**src/hw/rtl/i16mp_pkg.sv**
```systemverilog
// shared constants and types for the int16 mac / relu / max-pool layer engine
// used by the engine top level and its port checker
`default_nettype none

package i16mp_pkg;

  localparam int unsigned DataW    = 16;
  localparam int unsigned KindW    = 2;
  localparam int unsigned ShiftW   = 4;
  localparam int unsigned CfgIdxW  = 2;
  localparam int unsigned CfgDataW = 4;
  localparam int unsigned InDataW  = 2 * DataW;

  localparam logic [KindW-1:0]  LayerConv = 2'd0;
  localparam logic [KindW-1:0]  LayerFc   = 2'd1;
  localparam logic [KindW-1:0]  LayerPool = 2'd2;

  localparam logic [CfgIdxW-1:0] CfgLayerKind = 2'd0;
  localparam logic [CfgIdxW-1:0] CfgConvShift = 2'd1;

  localparam logic [KindW-1:0]  KindReset  = LayerConv;
  localparam logic [ShiftW-1:0] ShiftReset = 4'd3;

  localparam logic [DataW-1:0] AccReset = '0;
  localparam logic [DataW-1:0] MaxReset = {1'b1, {(DataW-1){1'b0}}};

  typedef logic [DataW-1:0] word_t;

endpackage

`default_nettype wire

```
**src/hw/rtl/int16_layer_mac_pool_engine.sv**
```systemverilog
// int16 layer engine: multiply-accumulate, relu or max-pool per input beat
// depends on i16mp_pkg
// path: a beat with tlast is held in the input register, then its result is written to the result
//   register, which drives tvalid; it waits in the input register while an unread result blocks it
// throughput: one input beat per cycle; the input register and the result
//   register each hold one beat, so input flow stops only while a finished
//   result sits unread and another last beat waits behind it
// reset: accumulator to 0, running max to -32768, layer_kind to 0, conv_shift to 3
`default_nettype none

module int16_layer_mac_pool_engine
  import i16mp_pkg::*;
(
  input  wire logic                clk_i,
  input  wire logic                rst_ni,
  // config write channel
  input  wire logic                cfg_valid_i,
  output logic                     cfg_ready_o,
  input  wire logic [CfgIdxW-1:0]  cfg_index_i,
  input  wire logic [CfgDataW-1:0] cfg_data_i,
  // input stream
  input  wire logic                s_axis_tvalid_i,
  output logic                     s_axis_tready_o,
  input  wire logic [InDataW-1:0]  s_axis_tdata_i,   // [15:0] activation, [31:16] weight
  input  wire logic                s_axis_tlast_i,
  // result stream
  output logic                     m_axis_tvalid_o,
  input  wire logic                m_axis_tready_i,
  output logic [DataW-1:0]         m_axis_tdata_o    // [15:0] result
);

  logic [KindW-1:0]  kind_q;
  logic [ShiftW-1:0] shift_q;

  logic  in_valid_q, in_last_q;
  word_t in_act_q, in_wgt_q;

  word_t acc_q, acc_d;
  word_t max_q, max_d;

  logic  out_valid_q, out_valid_d;
  word_t res_q, res_d;

  logic  out_free, in_adv, in_take;
  word_t prod, sum, mx, shifted;

  assign cfg_ready_o = 1'b1;

  always_ff @(posedge clk_i or negedge rst_ni) begin
    if (!rst_ni) begin
      kind_q  <= KindReset;
      shift_q <= ShiftReset;
    end else if (cfg_valid_i) begin
      case (cfg_index_i)
        CfgLayerKind: kind_q  <= cfg_data_i[KindW-1:0];
        CfgConvShift: shift_q <= cfg_data_i[ShiftW-1:0];
        default: ;
      endcase
    end
  end

  // a non-last beat never needs the result register
  assign out_free        = !out_valid_q || m_axis_tready_i;
  assign in_adv          = in_valid_q && (!in_last_q || out_free);
  assign s_axis_tready_o = !in_valid_q || in_adv;
  assign in_take         = s_axis_tvalid_i && s_axis_tready_o;

  always_ff @(posedge clk_i or negedge rst_ni) begin
    if (!rst_ni) begin
      in_valid_q <= 1'b0;
    end else if (s_axis_tready_o) begin
      in_valid_q <= s_axis_tvalid_i;
    end
  end

  always_ff @(posedge clk_i) begin
    if (in_take) begin
      in_act_q  <= s_axis_tdata_i[DataW-1:0];
      in_wgt_q  <= s_axis_tdata_i[InDataW-1:DataW];
      in_last_q <= s_axis_tlast_i;
    end
  end

  // low half of the product is the same signed or unsigned
  assign prod    = word_t'(in_act_q * in_wgt_q);
  assign sum     = acc_q + prod;
  assign mx      = ($signed(in_act_q) > $signed(max_q)) ? in_act_q : max_q;
  assign shifted = word_t'($signed(sum) >>> shift_q);

  always_comb begin
    acc_d       = acc_q;
    max_d       = max_q;
    res_d       = res_q;
    out_valid_d = out_valid_q && !m_axis_tready_i;
    if (in_adv) begin
      if (in_last_q) begin
        acc_d       = AccReset;
        max_d       = MaxReset;
        out_valid_d = 1'b1;
        case (kind_q)
          LayerConv: res_d = shifted;
          LayerFc:   res_d = sum[DataW-1] ? '0 : sum;
          default:   res_d = mx;  // pool, and the unused fourth code
        endcase
      end else begin
        acc_d = sum;
        max_d = mx;
      end
    end
  end

  always_ff @(posedge clk_i or negedge rst_ni) begin
    if (!rst_ni) begin
      acc_q       <= AccReset;
      max_q       <= MaxReset;
      out_valid_q <= 1'b0;
    end else begin
      acc_q       <= acc_d;
      max_q       <= max_d;
      out_valid_q <= out_valid_d;
    end
  end

  always_ff @(posedge clk_i) begin
    res_q <= res_d;
  end

  assign m_axis_tvalid_o = out_valid_q;
  assign m_axis_tdata_o  = res_q;

endmodule

`default_nettype wire

```
**config.mk**
```make
export PLATFORM = sky130hd
export DESIGN_NAME = int16_layer_mac_pool_engine
export DESIGN_NICKNAME = d
export VERILOG_FILES = /design/src/hw/rtl/i16mp_pkg.sv /design/src/hw/rtl/int16_layer_mac_pool_engine.sv
export SDC_FILE = /design/constraint.sdc
export NUM_CORES = 1
export LEC_CHECK = 0
export BUFFER_PORTS_ARGS = -buffer_cell sky130_fd_sc_hd__clkbuf_2
export CAP_MARGIN = 20
export CORE_ASPECT_RATIO = 0.6
export CORE_UTILIZATION = 32
export CTS_BUF_LIST = sky130_fd_sc_hd__clkbuf_2
export CTS_CLUSTER_DIAMETER = 30
export DETAILED_ROUTE_END_ITERATION = 8
export HOLD_SLACK_MARGIN = 0.08
export SLEW_MARGIN = 30
export SYNTH_ARGS = -nofsm -noshare
export SYNTH_HDL_FRONTEND = slang
export SYNTH_SLANG_ARGS = --single-unit
```
**constraint.sdc**
```tcl
create_clock -name clk_i -period 13.1 [get_ports clk_i]
set_input_delay 0.655 -clock clk_i [delete_from_list [all_inputs] [get_ports clk_i]]
set_output_delay 0.655 -clock clk_i [all_outputs]
set_load 0.005 [all_outputs]
```
**Yosys cells after proc, flatten, opt, wreduce, memory -nomap -nowiden**

Index checks and enable logic that the tools add are counted.

- Flip-flop bits (word level): 89
- Bits of input ports: 44
- Output and inout port bits: 19
- Word-level logic and storage cells: 38

- Add/subtract/negate cells: 1
- Multipliers: 1
- $lt $le $gt $ge: 1
- Equality and inequality tests: 2
- Shifts and indexed selects: 1
- Mux-type cells: 7
- Reductions and logical operators: 15

Operators with widths:

| operator | number |
|---|---|
| $mux 16 | 3 |
| $pmux 16 s2 | 1 |
| $add 16x16->16 | 1 |
| $gt 16x16->1 | 1 |
| $mul 16x16->16 | 1 |
| $sshr 16x4->16 | 1 |
| $mux 15 | 1 |
| $reduce_and 2->1 | 3 |
| $eq 2x1->1 const B | 2 |
| $logic_not 1->1 | 4 |
| $logic_not 2->1 | 2 |
| $logic_and 1x1->1 | 3 |
| $logic_or 1x1->1 | 3 |
| $mux 1 | 2 |

**Longest topological paths before layout**

- Depth after elaboration: 6
- Gate-level depth with buffers: 25
- Mapped depth without buffers: 22

**Worst setup path before layout**

OpenSTA, ideal clock, no wires.

- Path kind: register -> register
- Start: register in_wgt_q[1]
- End: register res_q[5] (netlist: m_axis_tdata_o[5]), data pin
- Setup time: 0.169 ns
- Data arrival time: 6.100 ns
- Data required time: 12.931 ns
- Slack: 6.831 ns
- Cell stages (with the launch flop): 23
- Path buffers: 1
- Clock period less this slack: 6.269 ns
- Path through: edfxtp_1 > clkbuf_1 > and2_1 > fa_1 > inv_1 > fa_1 > fa_1 > fa_1 > inv_1 > fa_1 > inv_1 > fa_1 > inv_1 > ha_1 > a21oi_4 > nand2_1 > nor4_4 > nor2_2 > or2_1 > mux4_2 > a211oi_2 > a211oi_1 > o31ai_1

- Cells in the longest elaborated chain, start to end: 4
- Elaborated cells on any way between the ends: 5
- Those cells by class: add/sub: 1; mul: 1; shift: 1; mux: 2

Ends and longest elaborated chain:

| what | line | text |
|---|---|---|
| start, declared | int16_layer_mac_pool_engine.sv:36 | `word_t in_act_q, in_wgt_q;` |
| start signal, assigned | int16_layer_mac_pool_engine.sv:79 | `in_wgt_q <= s_axis_tdata_i[InDataW-1:DataW];` |
| $mul 16x16->16 (*) | int16_layer_mac_pool_engine.sv:85 | `assign prod = word_t'(in_act_q * in_wgt_q);` |
| $add 16x16->16 (*) | int16_layer_mac_pool_engine.sv:86 | `assign sum = acc_q + prod;` |
| $sshr 16x4->16 / $mux 15 (equally long branches) | int16_layer_mac_pool_engine.sv:88, int16_layer_mac_pool_engine.sv:102 |  |
| $pmux 16 s2 (*) | int16_layer_mac_pool_engine.sv:100 | `case (kind_q)` |
| end signal, assigned | int16_layer_mac_pool_engine.sv:125 | `res_q <= res_d;` |
| end, declared | int16_layer_mac_pool_engine.sv:42 | `word_t res_q, res_d;` |

Every way passes the cells marked *; elsewhere a longest branch is shown, timed or not.
A chain may end at the register's enable or synchronous reset.

**Final worst setup path**

- Start: register in_wgt_q[1]
- End: register res_q[1] (netlist: m_axis_tdata_o[1]), data pin

The elaborated chain is that of the path after synthesis.

==> results_tabular.tex <==
\begin{tabular}{lr}
\hline
Metric & Value \\
\hline
\multicolumn{2}{l}{\textbf{Timing}} \\
\quad Setup-violating endpoint count in the final report & 0 \\
\quad Number of slew-limit violations in the final report & 0 \\
\quad Number of failing hold endpoints at the final stage & 0 \\
\quad Final critical path time including I/O delays and setup & $\sim$7.3 ns \\
\quad Upper clock frequency limit & $\sim$140 MHz \\
\quad Final period utilization & 55.6\% \\
\quad Rel. slew slack & about a third \\
\quad Least-Margin Pin Slew & 1.01 ns \\
\quad Setup TNS after final layout & 0 ns \\
\quad Clock Skew & slightly below 0.05 ns \\
\quad RSZ-0062 raised after global routing & false \\
\multicolumn{2}{l}{\textbf{Routing}} \\
\quad Detailed-routing iteration count for the pre-antenna-repair pass & 5 \\
\quad Routed length per placed instance & 18.3 um \\
\quad Antenna Violating Nets Remaining & 0 \\
\quad Number of violations reported at the end of detailed-routing iteration 0 & about 530 \\
\quad Wirelength, routed & 24.9 mm \\
\quad Number of DRC violations after detailed routing & 0 \\
\quad Via count & between 6,000 and 7,000 \\
\quad Routed via count divided by cell count & 5.02 \\
\multicolumn{2}{l}{\textbf{Synthesis}} \\
\quad Yosys warning count & 0 \\
\quad Synth Cell Area & 0.00909 mm2 \\
\quad Count of different cell masters after synthesis & 65 \\
\quad Number of nets in the synthesized netlist & 1,157 \\
\quad Prevailing post-synth register cell & edfxtp\_1 \\
\quad Number of synthesized flops with an enable pin & approximately 50 \\
\quad Post-synthesis cell count & 951 \\
\quad Post-Syn Area per Cell & 9.56 um2 \\
\quad Proportion of register bits with asynchronous set or reset after synthesis & approximately 45\% \\
\quad Synth Register Bits & 89 \\
\quad Portion of the post-synthesis area used by sequential elements & between 20\% and 30\% \\
\multicolumn{2}{l}{\textbf{Finish}} \\
\quad Share of post-route cells with drive strength above 1 & between 10\% and 20\% \\
\quad Number of antenna diodes & 0 \\
\quad Number of nets in the final layout & 1,197 \\
\quad Non-filler instance count after layout & approximately 1,400 \\
\quad Area growth from synthesis to layout & 8.49\% \\
\quad Filler instances & 2,891 \\
\multicolumn{2}{l}{\textbf{Clock network}} \\
\quad Clock buffer depth & 2 \\
\quad Number of levels in the clock H-tree & 3 \\
\quad TritonCTS clock tree & built \\
\quad Master cell of the clock root buffer & clkbuf\_2 \\
\quad Resize count post-CTS & 0 \\
\quad Clk sink count & 89 \\
\quad Hold-fix buffers at CTS & 1 \\
\quad Clock slew at the register clock pins of the worst setup and hold paths & 0.25 ns \\
\quad Buffers inserted during post-CTS setup optimization & 0 \\
\quad Inserted Clock Buffers & 9 \\
\quad Clock insertion delay at the later pin of the skew report & between 0.6 and 0.7 ns \\
\multicolumn{2}{l}{\textbf{GRT}} \\
\quad Largest net degree at the start of global routing & 41 \\
\quad Number of global-route vias before repair & between 6,000 and 7,000 \\
\quad Grt ovf & 0 \\
\quad Number of antenna violations at the first check in global routing & 0 \\
\quad First-pass GRT wire length & between 30 and 40 mm \\
\quad All-Layer GR Usage & between 10\% and 20\% \\
\multicolumn{2}{l}{\textbf{Setup path}} \\
\quad Category of the worst setup path capture point & flip-flop \\
\quad CP Data Required Time & 13.60 ns \\
\quad Largest fanout of any net on the critical path & 19 \\
\quad Type of the worst setup path & flip-flop to flip-flop \\
\quad Arrival time at the worst endpoint & 7.79 ns \\
\quad Setup crit start kind & flip-flop \\
\multicolumn{2}{l}{\textbf{Min path}} \\
\quad Worst min-delay path class & primary input to flip-flop \\
\multicolumn{2}{l}{\textbf{Run status}} \\
\quad Run status & completed \\
\multicolumn{2}{l}{\textbf{Floorplan}} \\
\quad Core region area & 0.0278 mm2 \\
\quad Effective utilization at floorplan & roughly a third \\
\quad Floorplan die area & roughly 0.029 mm2 \\
\quad Die Height & 133 um \\
\quad Core Rows & 47 \\
\quad Die Width & approximately 220 um \\
\quad Top-level port count & 63 \\
\multicolumn{2}{l}{\textbf{Placed design}} \\
\quad Cells after DPL & 1,346 \\
\quad Final HPWL from detailed placement & 19.9 mm \\
\quad Global placement routability congestion & just over 0.9 \\
\quad Buffers on Ports & 61 \\
\multicolumn{2}{l}{\textbf{Job}} \\
\quad \# Max-Cap Violations & 0 \\
\hline
\end{tabular}
## area by class of cell
cell class              instances  area (um2)  share of cell area [%]
multi-input cells             636        5740                    58.3
flip-flops and latches         89        2480                    25.1
inverters                     186         698                    7.08
well taps                     367         459                    4.66
repair buffers                 69         372                    3.77
clock inverters                 5        56.3                   0.571
clock buffers                  11        55.1                   0.558
## path summary, 6_finish.rpt
path | depth (start not counted) | end | startpoint | slack [ns]
max in group asynchronous | 3 | max_q[10]$_DFFE_PN0P_ | rst_ni | 12.09
worst max-delay path | 21 | m_axis_tdata_o[1]$_DFFE_PP_ | in_wgt_q[1]$_DFFE_PP_ | 5.81
worst min-delay path | 1 | in_act_q[2]$_DFFE_PP_ | s_axis_tdata_i[2] | 0.20
worst min register to register | 2 | acc_q[1]$_DFFE_PN0P_ | acc_q[1]$_DFFE_PN0P_ | 0.51
worst max register to register | 21 | m_axis_tdata_o[1]$_DFFE_PP_ | in_wgt_q[1]$_DFFE_PP_ | 5.81
min in group asynchronous | 3 | shift_q[3]$_DFFE_PN0P_ | rst_ni | 0.56
## cells by family after synthesis
group / share of synthesized area, %
AND/OR/NAND/NOR: 13.7
buffers and inverters: 9.55
adder cells (fa/ha/maj): 30.1
AO/OA/AOI/OAI: 11.5
flip-flops: 27.2
XOR/XNOR: 4.13
multiplexers: 3.79
other: 0.0413
## critical path: stages, from the launching register on
cell,delay [ns]
edfxtp_1,0.64
and2_1,0.27
fa_1,0.54
inv_1,0.06
fa_1,0.57
fa_1,0.45
fa_1,0.54
inv_1,0.05
fa_1,0.48
inv_1,0.05
fa_1,0.48
inv_1,0.04
ha_1,0.39
a21oi_4,0.20
nor2b_1,0.07
a311o_1,0.42
o31ai_4,0.21
xnor2_1,0.13
xnor2_2,0.79
nor3b_4,0.53
a22oi_1,0.17
nand3_1,0.12
## synthesized netlist by cell type, types with 5 or more instances
| library cell | count | share of area [%] |
|---|---|---|
| a22oi_1 | 12 | 0.99 |
| o31ai_1 | 6 | 0.50 |
| o21ai_1 | 7 | 0.39 |
| a211oi_1 | 9 | 0.74 |
| o211ai_1 | 6 | 0.50 |
| mux2_1 | 7 | 0.87 |
| nor3_1 | 7 | 0.39 |
| edfxtp_1 | 49 | 16 |
| ha_1 | 68 | 9.4 |
| xnor2_1 | 34 | 3.3 |
| nor2_1 | 27 | 1.1 |
| a22o_1 | 19 | 1.8 |
| mux2_2 | 14 | 1.7 |
| fa_1 | 94 | 21 |
| inv_1 | 186 | 7.7 |
| o21ai_0 | 22 | 1.2 |
| dfrtp_1 | 37 | 10 |
| nand3_1 | 14 | 0.77 |
| a21oi_1 | 25 | 1.4 |
| nor2b_1 | 5 | 0.34 |
| clkbuf_1 | 31 | 1.3 |
| nand2_1 | 124 | 5.1 |
| xor2_1 | 7 | 0.67 |
| and2_1 | 59 | 4.1 |
| a31oi_1 | 6 | 0.41 |
## cell usage in the layout, fill, tap and decap left out, types with 9 or more instances in the layout
master | netlist | layout
and2_1 | 59 | 59
clkbuf_2 | 0 | 72
dfrtp_1 | 37 | 37
ha_1 | 68 | 68
nor2_1 | 27 | 27
mux2_2 | 14 | 14
nand2_1 | 124 | 124
xnor2_1 | 34 | 34
inv_1 | 186 | 186
nand3_1 | 14 | 14
fa_1 | 94 | 94
edfxtp_1 | 49 | 49
a22oi_1 | 12 | 12
a211oi_1 | 9 | 9
a21oi_1 | 25 | 25
a22o_1 | 19 | 19
o21ai_0 | 22 | 22
## metrics by stage
stage / util, % / setup WS [ns] / cell area [um2] / hold slack [ns]
after floorplan: - / 6.83 / 9090 / 0.359
after detailed placement: 35.1 / 5.90 / 9740 / 0.465
final: 35.5 / 5.81 / 9860 / 0.203
after global routing: 35.5 / 5.52 / 9860 / 0.122
after CTS: 35.5 / 5.88 / 9860 / 0.142
after global placement: 35.0 / 5.94 / 9730 / 0.459
## metal layers
layer	global-route usage (%)	share of wire [%]	vias to the layer above
li1	-	-	3161
met1	28.3	50	3327
met2	23.5	38	322
met3	6.14	11	26
met4	3.18	1.5	0
met5	0	0	-
## registers in the layout (all words and copies together), names as in the netlist, 2 cells and up
name and count:
acc_q 16, in_act_q 16, in_wgt_q 16, m_axis_tdata_o 16
max_q 16, shift_q 4, kind_q 2
Power is not shown: default switching activity piles up to over one toggle a cycle in this logic, so the estimate is an artifact.
